`src/sdcr_pkg.sv`:
```
`default_nettype none

package sdcr_pkg;

    localparam logic [31:0] CMD_FIRST         = 32'h4241_524D;
    localparam logic [31:0] CMD_SECOND        = 32'h4250_5043;
    localparam logic [31:0] RESET_MAX_LENGTH  = 32'd20971520;
    localparam logic [31:0] RESET_TIMEOUT     = 32'd5000;
    localparam logic [31:0] RESET_BASE_ARM    = 32'h0000_0000;
    localparam logic [31:0] RESET_BASE_PPC    = 32'h1010_0000;
    localparam logic [31:0] LENGTH_BYTES      = 32'd4;
    localparam int          CFG_INDEX_WIDTH   = 3;

    typedef enum logic [CFG_INDEX_WIDTH-1:0] {
        REG_ENABLE     = 3'd0,
        REG_MAX_LENGTH = 3'd1,
        REG_TIMEOUT    = 3'd2,
        REG_BASE_ARM   = 3'd3,
        REG_BASE_PPC   = 3'd4
    } sdcr_reg_index_t;

    typedef enum logic [1:0] {
        PH_IDLE    = 2'd0,
        PH_LENGTH  = 2'd1,
        PH_PAYLOAD = 2'd2
    } sdcr_phase_t;

    typedef enum logic [2:0] {
        EV_NONE    = 3'd0,
        EV_COMMAND = 3'd1,
        EV_START   = 3'd2,
        EV_DONE    = 3'd3,
        EV_TOOBIG  = 3'd4,
        EV_TIMEOUT = 3'd5
    } sdcr_event_t;

    typedef struct packed {
        logic        enable;
        logic [31:0] max_length;
        logic [31:0] timeout_ticks;
        logic [31:0] base_arm;
        logic [31:0] base_ppc;
    } sdcr_cfg_t;

    typedef struct packed {
        sdcr_event_t event_res;
        logic        target;
        logic        write_valid;
        logic [31:0] write_address;
        logic [7:0]  write_data;
    } sdcr_result_t;

endpackage

`default_nettype wire

```
`src/sdcr_cfg_regs.sv`:
```
`default_nettype none

module sdcr_cfg_regs (
    input  wire logic                                aclk,
    input  wire logic                                aresetn,
    input  wire logic                                cfg_valid,
    input  wire logic [sdcr_pkg::CFG_INDEX_WIDTH-1:0] cfg_index,
    input  wire logic [31:0]                         cfg_data,
    output sdcr_pkg::sdcr_cfg_t                      cfg
);
    import sdcr_pkg::*;

    sdcr_cfg_t cfg_reg;

    always_ff @(posedge aclk) begin
        if (!aresetn) begin
            cfg_reg.enable        <= 1'b1;
            cfg_reg.max_length    <= RESET_MAX_LENGTH;
            cfg_reg.timeout_ticks <= RESET_TIMEOUT;
            cfg_reg.base_arm      <= RESET_BASE_ARM;
            cfg_reg.base_ppc      <= RESET_BASE_PPC;
        end else if (cfg_valid) begin
            unique case (sdcr_reg_index_t'(cfg_index))
                REG_ENABLE:     cfg_reg.enable        <= cfg_data[0];
                REG_MAX_LENGTH: cfg_reg.max_length    <= cfg_data;
                REG_TIMEOUT:    cfg_reg.timeout_ticks <= cfg_data;
                REG_BASE_ARM:   cfg_reg.base_arm      <= cfg_data;
                REG_BASE_PPC:   cfg_reg.base_ppc      <= cfg_data;
                default: begin
                end
            endcase
        end
    end

    assign cfg = cfg_reg;

endmodule

`default_nettype wire

```
`src/sdcr_core.sv`:
```
`default_nettype none

module sdcr_core (
    input  wire logic              aclk,
    input  wire logic              aresetn,
    input  wire logic              advance,
    input  wire logic              item_func,
    input  wire logic [7:0]        item_byte,
    input  wire sdcr_pkg::sdcr_cfg_t cfg,
    output sdcr_pkg::sdcr_result_t result
);
    import sdcr_pkg::*;

    sdcr_phase_t phase_reg, phase_next;
    logic [31:0] command_word_reg, command_word_next;
    logic [31:0] length_word_reg, length_word_next;
    logic [31:0] bytes_left_reg, bytes_left_next;
    logic [31:0] next_address_reg, next_address_next;
    logic [31:0] elapsed_reg, elapsed_next;
    logic        timing_active_reg, timing_active_next;
    logic        active_target_reg, active_target_next;

    logic [31:0] elapsed_inc;
    logic [31:0] length_shift;
    logic [31:0] command_shift;
    logic [31:0] bytes_left_dec;

    assign elapsed_inc = (item_func && timing_active_reg && (elapsed_reg != '1))
                         ? elapsed_reg + 32'd1 : elapsed_reg;
    assign length_shift   = {length_word_reg[23:0], item_byte};
    assign command_shift  = {command_word_reg[23:0], item_byte};
    assign bytes_left_dec = bytes_left_reg - 32'd1;

    always_ff @(posedge aclk) begin
        if (!aresetn) begin
            phase_reg         <= PH_IDLE;
            command_word_reg  <= '0;
            length_word_reg   <= '0;
            bytes_left_reg    <= '0;
            next_address_reg  <= '0;
            elapsed_reg       <= '0;
            timing_active_reg <= 1'b0;
            active_target_reg <= 1'b0;
        end else if (advance) begin
            phase_reg         <= phase_next;
            command_word_reg  <= command_word_next;
            length_word_reg   <= length_word_next;
            bytes_left_reg    <= bytes_left_next;
            next_address_reg  <= next_address_next;
            elapsed_reg       <= elapsed_next;
            timing_active_reg <= timing_active_next;
            active_target_reg <= active_target_next;
        end
    end

    always_comb begin
        phase_next         = phase_reg;
        command_word_next  = command_word_reg;
        length_word_next   = length_word_reg;
        bytes_left_next    = bytes_left_reg;
        next_address_next  = next_address_reg;
        elapsed_next       = elapsed_reg;
        timing_active_next = timing_active_reg;
        active_target_next = active_target_reg;
        result             = '0;

        if (cfg.enable) begin
            elapsed_next = elapsed_inc;
            if (timing_active_reg && (elapsed_inc > cfg.timeout_ticks)) begin
                result.event_res   = EV_TIMEOUT;
                result.target      = active_target_reg;
                command_word_next  = '0;
                timing_active_next = 1'b0;
                elapsed_next       = '0;
                phase_next         = PH_IDLE;
            end else if (!item_func) begin
                unique case (phase_reg)
                    PH_LENGTH: begin
                        length_word_next = length_shift;
                        bytes_left_next  = bytes_left_dec;
                        if (bytes_left_dec == '0) begin
                            result.target = active_target_reg;
                            if (length_shift > cfg.max_length) begin
                                result.event_res   = EV_TOOBIG;
                                command_word_next  = '0;
                                timing_active_next = 1'b0;
                                elapsed_next       = '0;
                                phase_next         = PH_IDLE;
                            end else if (length_shift == '0) begin
                                result.event_res   = EV_DONE;
                                command_word_next  = '0;
                                timing_active_next = 1'b0;
                                elapsed_next       = '0;
                                phase_next         = PH_IDLE;
                            end else begin
                                result.event_res = EV_START;
                                phase_next       = PH_PAYLOAD;
                                bytes_left_next  = length_shift;
                            end
                        end
                    end
                    PH_PAYLOAD: begin
                        result.write_valid   = 1'b1;
                        result.write_address = next_address_reg;
                        result.write_data    = item_byte;
                        result.target        = active_target_reg;
                        next_address_next    = next_address_reg + 32'd1;
                        bytes_left_next      = bytes_left_dec;
                        if (bytes_left_dec == '0) begin
                            result.event_res   = EV_DONE;
                            command_word_next  = '0;
                            timing_active_next = 1'b0;
                            elapsed_next       = '0;
                            phase_next         = PH_IDLE;
                        end
                    end
                    default: begin
                        phase_next        = PH_IDLE;
                        command_word_next = command_shift;
                        if (command_shift == CMD_FIRST
                                || command_shift == CMD_SECOND) begin
                            phase_next         = PH_LENGTH;
                            length_word_next   = '0;
                            bytes_left_next    = LENGTH_BYTES;
                            timing_active_next = 1'b1;
                            elapsed_next       = '0;
                            result.event_res   = EV_COMMAND;
                            if (command_shift == CMD_FIRST) begin
                                next_address_next  = cfg.base_arm;
                                active_target_next = 1'b0;
                                result.target      = 1'b0;
                            end else begin
                                next_address_next  = cfg.base_ppc;
                                active_target_next = 1'b1;
                                result.target      = 1'b1;
                            end
                        end
                    end
                endcase
            end
        end
    end

endmodule

`default_nettype wire

```
`src/serial_download_command_receiver.sv`:
```
// Receives a stream of items, each a serial byte or a timer tick, finds one of two
// download commands, collects a big-endian 32-bit length and turns the payload bytes
// into writes at consecutive addresses, giving exactly one result item per input item.
// An item is taken into an input register and, once the output register is free,
// resolved against the state into it, so one item is accepted every cycle when the
// result side keeps up. Configuration writes are always accepted and must be made
// only while no item is in flight.
`default_nettype none

module serial_download_command_receiver (
    input  wire logic                                aclk,
    input  wire logic                                aresetn,
    input  wire logic                                s_valid,
    output logic                                     s_ready,
    input  wire logic                                s_func,
    input  wire logic [7:0]                          s_rx_byte,
    output logic                                     m_valid,
    input  wire logic                                m_ready,
    output logic [2:0]                               m_event_res,
    output logic                                     m_target,
    output logic                                     m_write_valid,
    output logic [31:0]                              m_write_address,
    output logic [7:0]                               m_write_data,
    input  wire logic                                cfg_valid,
    output logic                                     cfg_ready,
    input  wire logic [sdcr_pkg::CFG_INDEX_WIDTH-1:0] cfg_index,
    input  wire logic [31:0]                         cfg_data
);
    import sdcr_pkg::*;

    sdcr_cfg_t    cfg;
    sdcr_result_t result;
    sdcr_result_t out_reg;
    logic         in_valid_reg;
    logic         in_func_reg;
    logic [7:0]   in_byte_reg;
    logic         out_valid_reg;
    logic         advance;

    assign advance   = in_valid_reg && (!out_valid_reg || m_ready);
    assign s_ready   = !in_valid_reg || advance;
    assign cfg_ready = 1'b1;

    sdcr_cfg_regs u_cfg (
        .aclk      (aclk),
        .aresetn   (aresetn),
        .cfg_valid (cfg_valid),
        .cfg_index (cfg_index),
        .cfg_data  (cfg_data),
        .cfg       (cfg)
    );

    sdcr_core u_core (
        .aclk      (aclk),
        .aresetn   (aresetn),
        .advance   (advance),
        .item_func (in_func_reg),
        .item_byte (in_byte_reg),
        .cfg       (cfg),
        .result    (result)
    );

    always_ff @(posedge aclk) begin
        if (!aresetn) begin
            in_valid_reg  <= 1'b0;
            out_valid_reg <= 1'b0;
        end else begin
            if (s_ready) begin
                in_valid_reg <= s_valid;
            end
            if (advance) begin
                out_valid_reg <= 1'b1;
            end else if (m_ready) begin
                out_valid_reg <= 1'b0;
            end
        end
    end

    always_ff @(posedge aclk) begin
        if (s_valid && s_ready) begin
            in_func_reg <= s_func;
            in_byte_reg <= s_rx_byte;
        end
        if (advance) begin
            out_reg <= result;
        end
    end

    assign m_valid         = out_valid_reg;
    assign m_event_res     = out_reg.event_res;
    assign m_target        = out_reg.target;
    assign m_write_valid   = out_reg.write_valid;
    assign m_write_address = out_reg.write_address;
    assign m_write_data    = out_reg.write_data;

endmodule

`default_nettype wire
```
`config.mk`:
```
export PLATFORM = sky130hd
export DESIGN_NAME = serial_download_command_receiver
export DESIGN_NICKNAME = d
export VERILOG_FILES = /design/src/sdcr_pkg.sv /design/src/sdcr_cfg_regs.sv /design/src/sdcr_core.sv /design/src/serial_download_command_receiver.sv
export SDC_FILE = /design/constraint.sdc
export NUM_CORES = 1
export LEC_CHECK = 0
export BUFFER_PORTS_ARGS = -buffer_cell sky130_fd_sc_hd__buf_4
export CELL_PAD_IN_SITES_DETAIL_PLACEMENT = 1
export CELL_PAD_IN_SITES_GLOBAL_PLACEMENT = 2
export CORE_MARGIN = 2
export CORE_UTILIZATION = 37
export CTS_CLUSTER_SIZE = 10
export DETAILED_ROUTE_END_ITERATION = 10
export GPL_ROUTABILITY_DRIVEN = 1
export GPL_TIMING_DRIVEN = 0
export PLACE_DENSITY = 0.84
export SLEW_MARGIN = 20
export SYNTH_ARGS = -nofsm -noshare
export SYNTH_HDL_FRONTEND = slang
export SYNTH_SLANG_ARGS = --single-unit
```
`constraint.sdc`:
```
create_clock -name aclk -period 6.5 [get_ports aclk]
set_input_delay 0.65 -clock aclk [delete_from_list [all_inputs] [get_ports aclk]]
set_output_delay 0.65 -clock aclk [all_outputs]
set_load 0.03 [all_outputs]
```
==> out/qor.yml, run 1 <==
sta:
  final.setup.tns_ns: 0
  finalHoldViolCount: 0
  finalSetupViolCount: 0
  clock_skew_ns: 0.0159
  max_slew_margin: 0.264
  period_minus_slack_ns: 6.21
  fin_crit_sh: 0.955
  slew_viol_final: 0
  fmax_mhz: 161
  tightestPinTransition_ns: 1.10
yosys:
  yosysTopAreaCell: "dfxtp_1"
  yosys.cell_types.count: 77
  yosysTopAreaCellShare: 0.328
  synth_warnings: 0
  synth_edf_count: 54
  seq_area_frac_synth: 0.423
  synth_area_um2: 17100
  syn_nets: 2275
  synth_flop_cell: "dfxtp_1"
  synth_cells: 2156
  ys_ff_latch: 333
  syn_avg_cell_area_um2: 7.91
  synth_area_leaders: "dfxtp_1 (33%), nand2_1 (10%), edfxtp_1 (9.5%)"
  async_flop_share: 0
clocking:
  cts_buffers: 41
  cts_tree: "done"
  cts.htree.levels: 2
  clock_latency_ns: 0.57
  cts_max_path_buffers: 3
  cts-root-buf: "clkbuf_16"
  ctsHoldBuffers: 0
  clk_pin_slew_worst_paths_ns: 0.06
  cts_sinks: 333
power:
  pwr-share-clk: 0.473
  power.total_mw: 4.58
  p_switching_mw: 1.11
  p_int_mw: 3.47
  pwr-share-comb: 0.056
  p_per_area_nw_per_um2: 230
  power_frac_seq: 0.471
  switching_share: 0.243
  leakage_nw: 6.94
  max-vdd-ir-drop_v: 0.000165
die:
  die_y_um: 219
  die-width_um: 219
  rows: 78
  die_area_um2: 47800
  fp.coreArea_um2: 45500
  initial_core_util: 0.375
  pin_count: 97
critical_path:
  r2r_cells: 16
  path_buf_inv: 3
  crit_type: "reg -> reg"
  crit_arrival_ns: 6.64
  crit_fanout: 10
  path_cells: "buf_1 -> nand4_1 -> nor3_1 -> nand3_1 -> xnor2_1 -> ha_1 -> nand4_1 -> or4_1 -> o31ai_1 -> a31oi_1 -> or4_4 -> or3_1 -> clkbuf_1 -> clkbuf_1 -> o21ai_0 -> a21oi_1"
  endpoint_kind: "register"
  cp_slowest_stage_delay_ns: 0.72
  cp.required_ns: 6.93
  cp-start-kind: "register"
  crit_slowest_cell: "buf_1"
  worst-path-stages: 16
  crit_family: "simple AND/OR/NAND/NOR gates"
placed_design:
  io_buffers: 94
  dp_hpwl_um: 49600
  gp_congestion: 0.866
  placed_cell_area_um2: 18500
drt:
  via_count: 16600
  drtPass1Iterations: 5
  via_per_inst: 5.67
  routed_wl_um: 65200
  routedWlPerCell_um: 22.3
  drt_iter0_markers: 1221
  antenna_left: 0
  drc: 0
grt:
  first_global_vias: 17000
  grt_max_degree: 47
  grt_pass1_wl_um: 100000
  grt_use_total: 0.273
  antenna_found_initial: 0
  overflow: 0
layout:
  syn2layout_area_growth_pct: 16.5
  drive_gt1_frac: 0.0840
  antenna_cells: 0
  largest_register_ffs: 129
  final_cell_area_um2: 19900
  utilization: 0.437
  nNetsFinal: 2416
job:
  maxCapViolCount: 0
min_path:
  min_path_type: "in -> reg"
  whs_path_depth: 1
run_status:
  outcome: "finished clean"
==> synth_stat cells (all sizes together) (29+ instances only) <==
cell / count
nand2: 464
a21oi: 289
dfxtp: 279
clkbuf: 123
o21ai: 112
nand3: 101
inv: 80
nor2: 74
ha: 70
nor3: 60
and2: 56
edfxtp: 54
nand4: 41
nor4: 40
xnor2: 29
==> layout by cell type, fill, tap and decap left out, drive strengths merged, types with 5 or more instances in the layout <==
master	count
a21o	10
o21ai	112
o21a	5
nor3b	5
o211ai	17
nand4	41
nand2	464
nor2	74
nor3	60
or2	8
nor4b	6
xor2	25
a22oi	20
xnor2	29
nand3	101
ha	70
nor2b	11
or4	8
dfxtp	279
buf	113
inv	81
o2bb2ai	17
a211oi	6
a21oi	289
and2	56
edfxtp	54
nor4	40
and3	16
mux2i	9
or3	12
a2111oi	7
a31oi	17
o31ai	5
and4	6
clkbuf	186
==> worst register-to-register path: cells and delay by family, from the launching register on <==
kind	cells	cell delay, ns
AO/OA/AOI/OAI	4	0.81
adder cells (fa/ha/maj)	1	0.31
buffers and inverters	3	1.31
flip-flops	1	0.64
XOR/XNOR	1	0.19
AND/OR/NAND/NOR	7	2.80
==> metal layers <==
| metal | GRT usage | share of wire | vias to the layer above |
|---|---|---|---|
| li1 | - | - | 7871 |
| met1 | 0.361 | 0.45 | 8188 |
| met2 | 0.453 | 0.47 | 396 |
| met3 | 0.0433 | 0.047 | 116 |
| met4 | 0.0910 | 0.033 | 0 |
| met5 | 0 | 0 | - |
==> cells by family (layout without fill, tap and decap cells) <==
family / Yosys count / after routing / synth area share
adders and majority gates: 70 / 70 / 0.0514
AOI/OAI and AO/OA: 541 / 541 / 0.185
buffers and inverters: 219 / 384 / 0.0504
muxes: 10 / 10 / 0.00594
other: 1 / 1 / 0.000220
xor gates and xnor gates: 54 / 54 / 0.0277
and+or+nand+nor: 928 / 928 / 0.256
DFF: 333 / 333 / 0.423
==> power groups by stage <==
| stage | Sequential [mW] | Combinational (mW) | Clock, mW |
|---|---|---|---|
| after global placement | 2.20 | 0.250 | 0 |
| after floorplan | 2.21 | 0.112 | 0 |
| after global routing | 2.16 | 0.278 | 2.28 |
| after CTS | 2.16 | 0.257 | 2.21 |
| after detailed placement | 2.20 | 0.256 | 0 |
| final | 2.16 | 0.257 | 2.16 |
==> stage by stage <==
stage,cells,setup slack (ns),hold slack (ns)
final,2921,0.292,0.257
after floorplan,2156,0.973,0.427
after global routing,2921,-0.0328,0.242
after global placement,2850,-1.52,0.440
after CTS,2918,0.0204,0.233
after detailed placement,2851,-0.142,0.448
==> timing repair <==
| item | in CTS | in global routing |
|---|---|---|
| pin swaps | 0 | 3 |
| setup endpoints to repair | 63 | 75 |
| buffers inserted | 0 | 3 |
| gates resized for setup | 2 | 12 |
==> cell type report <==
cell class / count / area (um^2)
Clock inverter: 3 / 18.8
Inverter: 82 / 308
Tap cell: 600 / 751
Clock buffer: 64 / 1200
Buffer: 137 / 556
Timing Repair Buffer: 98 / 733
Multi-Input combinational cell: 1604 / 9080
Fill cell: 5651 / 25600
Sequential cell: 333 / 7210
==> path summary, 6_finish.rpt <==
kind | startpoint | endpoint | slack [ns]
min reg2reg | u_cfg.cfg[52]$_SDFFE_PN0P_ | u_cfg.cfg[52]$_SDFFE_PN0P_ | 0.45
max | in_func_reg$_DFFE_PP_ | u_core.next_address_reg[19]$_SDFFE_PN0P_ | 0.29
min | s_rx_byte[2] | in_byte_reg[2]$_DFFE_PP_ | 0.26
max reg2reg | in_func_reg$_DFFE_PP_ | u_core.next_address_reg[19]$_SDFFE_PN0P_ | 0.29
Note: power is estimated with default switching activity, not from simulation.
==> run 2, diff against run 1 <==
--- a/config.mk
+++ b/config.mk
@@ -10,2 +10,3 @@
 export CELL_PAD_IN_SITES_GLOBAL_PLACEMENT = 2
+export CORE_ASPECT_RATIO = 1.5
 export CORE_MARGIN = 2
--- a/constraint.sdc
+++ b/constraint.sdc
@@ -3,2 +3,2 @@
 set_output_delay 0.65 -clock aclk [all_outputs]
-set_load 0.03 [all_outputs]
+set_load 0.05 [all_outputs]
==> run 2 against run 1 <==
Effect of this change: cell area is 0.49% lower; worst setup slack improved by 0.054 ns; maximum frequency is 0.87% higher; power shrank 1.2%; register-to-register slack better by 0.05 ns; first-iteration DRC count is 20% lower; wire length grew 0.83%; clock skew increased by 0.0079 ns.
==> out/qor.yml, run 2 (synthesized netlist as in run 1, its figures left out) <==
die:
  die_y_um: 267
  fp.coreArea_um2: 45600
  die-width_um: 179
  initial_core_util: 0.374
  rows: 96
  die_area_um2: 47900
  pin_count: 97
sta:
  fin_crit_sh: 0.947
  tightestPinTransition_ns: 1.01
  rsz0062_at_grt: "false"
  finalHoldViolCount: 0
  period_minus_slack_ns: 6.15
  finalSetupViolCount: 0
  fin_ws_ns: 0.346
  slew_viol_final: 0
  clock_skew_ns: 0.0238
  max_slew_margin: 0.325
  fmax_mhz: 162
clocking:
  cts.htree.levels: 2
  cts-root-buf: "clkbuf_16"
  cts_max_path_buffers: 3
  ctsHoldBuffers: 0
  cts_buffers: 40
  cts_sinks: 333
  clock_latency_ns: 0.56
  clk_pin_slew_worst_paths_ns: 0.06
  cts_tree: "done"
power:
  p_int_mw: 3.40
  leakage_nw: 6.89
  switching_share: 0.248
  pwr-share-comb: 0.060
  power_frac_seq: 0.477
  p_per_area_nw_per_um2: 229
  p_switching_mw: 1.12
  pwr-share-clk: 0.464
  max-vdd-ir-drop_v: 0.000184
layout:
  largest_register_ffs: 129
  nFillCells: 5660
  syn2layout_area_growth_pct: 15.9
  finalNonFillerCells: 2902
  antenna_cells: 0
  final_cell_mix: "nand2_1 (464), a21oi_1 (289), dfxtp_1 (279), clkbuf_1 (138), o21ai_0 (110)"
  utilization: 0.433
  multi_input_area_um2: 9080
  drive_gt1_frac: 0.0795
  seq_area_um2: 7210
  final_cell_area_um2: 19800
  nNetsFinal: 2413
  layout_commonest_cell: "nand2_1"
critical_path:
  crit_arrival_ns: 6.63
  path_cells: "clkbuf_1 -> nand4_1 -> nor4_4 -> a2111oi_4 -> nand2_1 -> nor2_1 -> and3_1 -> nor2b_1 -> or2_2 -> ha_1 -> nand4_1 -> or4_1 -> o31ai_1 -> a31oi_1 -> nor2_1 -> clkbuf_1 -> nand4_1 -> clkbuf_1 -> o21ai_0"
  path_buf_inv: 3
  r2r_cells: 19
  cp.required_ns: 6.97
  timing.rr.start: "u_core.elapsed_reg[21]$_SDFFE_PN0P_"
  crit_type: "reg -> reg"
  crit_family: "simple AND/OR/NAND/NOR gates"
  cp_slowest_stage_delay_ns: 0.68
  endpoint_kind: "register"
  cp-start-kind: "register"
  crit_slowest_cell: "nand4_1"
  crit_fanout: 10
  r2r_slack_ns: 0.35
  worstReg2RegEnd: "u_core.bytes_left_reg[25]$_SDFFE_PN0P_"
drt:
  drc: 0
  antenna_left: 0
  via_count: 16500
  drtPass1Iterations: 5
  drt_iter0_markers: 976
  routed_wl_um: 65700
  routedWlPerCell_um: 22.6
  via_per_inst: 5.70
placed_design:
  gp_congestion: 0.941
  io_buffers: 94
  dp_hpwl_um: 49800
  placed_cell_area_um2: 18500
  dp_slack_ns: -0.469
  dp.cells: 2839
grt:
  grt_pass1_wl_um: 99600
  first_global_vias: 17000
  antenna_found_initial: 0
  grt_use_total: 0.274
  overflow: 0
  grt_max_degree: 47
min_path:
  hold_end: "in_func_reg$_DFFE_PP_"
  min_path_type: "in -> reg"
  whs_path_depth: 1
  hp-start: "s_func"
job:
  maxCapViolCount: 0
run_status:
  outcome: "finished clean"
run 2: how the worst max path moves through the flow:
stage	start	endpoint	slack (ns)	cells past startpoint
2_1_floorplan	u_core.elapsed_reg[21]$_SDFFE_PN0P_	u_core.next_address_reg[19]$_SDFFE_PN0P_	0.97	20
3_3_place_gp	u_core.elapsed_reg[21]$_SDFFE_PN0P_	m_write_address[2]$_SDFFCE_PP0P_	-1.23	17
3_5_place_dp	u_core.elapsed_reg[13]$_SDFFE_PN0P_	u_core.next_address_reg[27]$_SDFFE_PN0P_	-0.47	18
4_1_cts	u_core.elapsed_reg[21]$_SDFFE_PN0P_	u_core.length_word_reg[5]$_SDFFE_PN0P_	0.02	19
5_1_grt	u_core.elapsed_reg[13]$_SDFFE_PN0P_	u_core.next_address_reg[27]$_SDFFE_PN0P_	0.05	18
6_report	u_core.elapsed_reg[21]$_SDFFE_PN0P_	u_core.bytes_left_reg[25]$_SDFFE_PN0P_	0.35	19
run 2: power groups by stage:
stage | clock network, mW | registers [mW] | logic (mW)
global placement | 0 | 2.20 | 0.264
floorplan | 0 | 2.22 | 0.112
CTS | 2.14 | 2.16 | 0.271
global route | 2.21 | 2.16 | 0.290
detailed placement | 0 | 2.20 | 0.270
finish | 2.10 | 2.16 | 0.270
run 2: per-layer routing:
| layer | up-vias | wire length [um] | GRT usage | part of all wire |
|---|---|---|---|---|
| met3 | 140 | 2430 | 0.0291 | 0.037 |
| met2 | 387 | 32700 | 0.479 | 0.50 |
| met1 | 8137 | 27400 | 0.335 | 0.42 |
| met4 | 0 | 3180 | 0.120 | 0.048 |
| met5 | - | 0 | 0 | 0 |
| li1 | 7869 | - | - | - |
run 2: layout make-up:
cell class,instances,area share
Tap cell,588,0.0372
Clock inverter,5,0.00399
Multi-Input combinational cell,1604,0.459
Clock buffer,57,0.0549
Sequential cell,333,0.365
Buffer,137,0.0279
Inverter,82,0.0156
Timing Repair Buffer,96,0.0365
run 2: stage by stage:
stage          TNS, ns  total power [mW]  hold WS [ns]
2_1_floorplan        0              2.34         0.427
3_3_place_gp    -99.33              2.46         0.439
3_5_place_dp    -11.80              2.47         0.447
4_1_cts              0              4.57         0.251
5_1_grt              0              4.66         0.261
6_report             0              4.52         0.274
run 2: worst reg2reg max path, delay by kind of cell, from the launching register on:
kind | cells | cell delay (ns)
AO/OA/AOI/OAI | 4 | 0.83
flip-flops | 1 | 0.30
adder cells (fa/ha/maj) | 1 | 0.29
buffers and inverters | 3 | 1.21
AND/OR/NAND/NOR | 11 | 3.44
run 2: what timing repair did:
item                                    4_1_cts  5_1_grt
gates resized for setup                       3        5
endpoints found under the setup margin       73       75
gates cloned                                  0        0
setup buffers                                 0        1
pin swaps                                     0        1
==> run 3, diff against run 2 <==
ABC_AREA = 1   (was unset)
CORE_UTILIZATION = 35   (was 37)
PLACE_DENSITY = 0.85   (was 0.84)
REMOVE_ABC_BUFFERS = 1   (was unset)
==> run 3 against run 2 <==
Effect of this change: first-iteration DRC count is 14% lower; synthesized cell count is 31% higher; cell area is 8.8% higher; sequential power hardly changed; cell count is 23% higher; area after synthesis is 10% higher; clock power is 6% higher; non-clock buffer count is 123 lower.
==> out/qor.yml, run 3 <==
run_status:
  outcome: "finished clean"
layout:
  finalNonFillerCells: 3555
  antenna_cells: 0
  largest_register_ffs: 129
  final_cell_mix: "nand2_1 (637), nor2_1 (392), inv_1 (315), dfxtp_1 (279), a21oi_1 (254)"
  layout_commonest_cell: "nand2_1"
  utilization: 0.402
  nNetsFinal: 2961
  syn2layout_area_growth_pct: 14.1
  nFillCells: 6798
  drive_gt1_frac: 0.0796
  final_cell_area_um2: 21500
power:
  p_switching_mw: 1.24
  pwr-share-comb: 0.088
  power_frac_seq: 0.452
  p_int_mw: 3.58
  p_per_area_nw_per_um2: 224
  max-vdd-ir-drop_v: 0.000195
  pwr-share-clk: 0.461
  leakage_nw: 8.96
  switching_share: 0.258
critical_path:
  crit_arrival_ns: 6.09
  crit_fanout: 23
  cp.required_ns: 6.92
  crit_slowest_cell: "clkinvlp_4"
  path_buf_inv: 5
  cp_slowest_stage_delay_ns: 0.49
  endpoint_kind: "register"
  crit_type: "reg -> reg"
  crit_family: "simple AND/OR/NAND/NOR gates"
  cpMostUsedCell: "nand2_1"
  cp-start-kind: "register"
drt:
  antenna_left: 0
  via_count: 18400
  drtPass1Iterations: 4
  drt_iter0_markers: 837
  drc: 0
  routed_wl_um: 65500
  via_per_inst: 5.18
  routedWlPerCell_um: 18.4
clocking:
  cts_sinks: 333
  cts_buffers: 41
  clk_pin_slew_worst_paths_ns: 0.06
  cts_tree: "done"
  cts.htree.levels: 2
  cts_max_path_buffers: 3
  clock_latency_ns: 0.55
  ctsHoldBuffers: 0
  cts-root-buf: "clkbuf_16"
yosys:
  seq_area_frac_synth: 0.383
  yosysTopAreaCellShare: 0.296
  yosysTopAreaCell: "dfxtp_1"
  syn_avg_cell_area_um2: 6.68
  synth_cells: 2821
  synth_area_um2: 18800
  synth_warnings: 0
  ys_ff_latch: 333
  synth_common_cells: "nand2_1 (640), nor2_1 (394), inv_1 (323)"
  synth_flop_cell: "dfxtp_1"
  yosys.cell_types.count: 44
  synth_edf_count: 54
  async_flop_share: 0
  synth_most_common_cell: "nand2_1"
  synth_area_leaders: "dfxtp_1 (30%), nand2_1 (13%), edfxtp_1 (8.6%)"
sta:
  max_slew_margin: 0.308
  clock_skew_ns: 0.0207
  period_minus_slack_ns: 5.66
  fin_crit_sh: 0.872
  finalSetupViolCount: 0
  tightestPinTransition_ns: 1.04
  slew_viol_final: 0
  finalHoldViolCount: 0
  rsz0062_at_grt: "false"
  fmax_mhz: 177
min_path:
  min_path_type: "in -> reg"
placed_design:
  gp_congestion: 0.859
  dp.cells: 3487
  placed_cell_area_um2: 20200
  io_buffers: 95
  dp_hpwl_um: 48000
grt:
  grt_use_total: 0.230
  overflow: 0
  grt_pass1_wl_um: 104000
  first_global_vias: 19200
  grt_max_degree: 115
  antenna_found_initial: 0
die:
  fp.coreArea_um2: 53500
  die-width_um: 193
  rows: 104
  die_y_um: 288
  pin_count: 97
  initial_core_util: 0.352
  die_area_um2: 55700
job:
  maxCapViolCount: 0
run 3: cell count changes in the layout (fill, tap and decap cells not counted), sizes merged, moves of 74 or more:
cell | before | now
nor2 | 74 | 407
clkbuf | 180 | 61
nand2 | 464 | 647
inv | 82 | 337
nand3 | 101 | 175
o21ai | 112 | 257
run 3: final timing paths:
path | slack (ns) | startpoint | end | depth (start not counted)
max | 0.84 | u_core.elapsed_reg[21]$_SDFFE_PN0P_ | u_core.bytes_left_reg[13]$_SDFFE_PN0P_ | 26
min | 0.27 | s_rx_byte[2] | in_byte_reg[2]$_DFFE_PP_ | 1
min reg2reg | 0.45 | u_cfg.cfg[57]$_SDFFE_PN0P_ | u_cfg.cfg[57]$_SDFFE_PN0P_ | 2
max reg2reg | 0.84 | u_core.elapsed_reg[21]$_SDFFE_PN0P_ | u_core.bytes_left_reg[13]$_SDFFE_PN0P_ | 26
run 3: what timing repair did:
| item | in CTS | in global routing |
|---|---|---|
| setup buffers | 0 | 0 |
| setup endpoints to repair | 23 | 23 |
| gates resized for setup | 1 | 2 |
| cloned | 0 | 1 |
run 3: layout make-up:
| class | count | area (um^2) | area share |
|---|---|---|---|
| inverter | 339 | 1290 | 0.0599 |
| multi-input combinational | 2016 | 9880 | 0.459 |
| clock buffer | 61 | 1160 | 0.0541 |
| timing repair buffer | 110 | 1020 | 0.0472 |
| tap | 689 | 862 | 0.0401 |
| sequential | 333 | 7210 | 0.335 |
| timing repair inverter | 1 | 5.00 | 0.000233 |
| clock inverter | 6 | 85.1 | 0.00396 |
run 3: stage by stage:
step	hold WS [ns]	setup slack [ns]	TNS, ns	total power, mW
after floorplan	0.420	1.70	0	2.46
after global placement	0.434	-1.08	-52.74	2.62
after detailed placement	0.442	-0.119	-0.766	2.65
after CTS	0.251	0.375	0	4.88
after global routing	0.262	0.170	0	5.00
final	0.271	0.835	0	4.82
run 3: kinds of logic (layout without fill, tap and decap cells):
kind of cell / Yosys count / after routing / share of synthesized area
xor+xnor: 43 / 43 / 0.0208
flops: 333 / 333 / 0.383
buf+inv: 472 / 517 / 0.0972
fa+ha+maj: 70 / 70 / 0.0465
compound gates: 555 / 555 / 0.152
other cells: 1 / 1 / 0.000199
simple gates: 1347 / 1347 / 0.300
run 3: metal layers:
| metal | track usage | wire length [um] |
|---|---|---|
| met5 | 0 | 0 |
| met3 | 0.0192 | 1400 |
| met1 | 0.251 | 26200 |
| met4 | 0.106 | 3050 |
| met2 | 0.447 | 34800 |
run 3: power groups by stage:
stage | Sequential (mW) | Clock (mW) | Combinational (mW)
6_report | 2.18 | 2.22 | 0.424
5_1_grt | 2.18 | 2.34 | 0.470
4_1_cts | 2.18 | 2.28 | 0.426
3_5_place_dp | 2.22 | 0 | 0.423
3_3_place_gp | 2.22 | 0 | 0.400
2_1_floorplan | 2.25 | 0 | 0.213
run 3: worst register-to-register path, cell delays in order (launching register included):
cell and delay [ns]:
dfxtp_1 0.43, nand2_1 0.10, nor3_1 0.36, inv_1 0.08, nor3_1 0.34, nand2_1 0.09
nand3_1 0.33, nor2_1 0.21, nand3_1 0.13, xor2_1 0.15, inv_1 0.08, ha_1 0.29
nand2_1 0.08, nor2_1 0.20, nand4_1 0.13, inv_1 0.10, nand2_1 0.06, nand3_1 0.06
nand2_1 0.05, nand2_1 0.08, nand2_2 0.16, nand2_1 0.31, clkinvlp_4 0.45, nand2_2 0.42
clkinvlp_4 0.49, nand2_1 0.28, a21oi_1 0.09
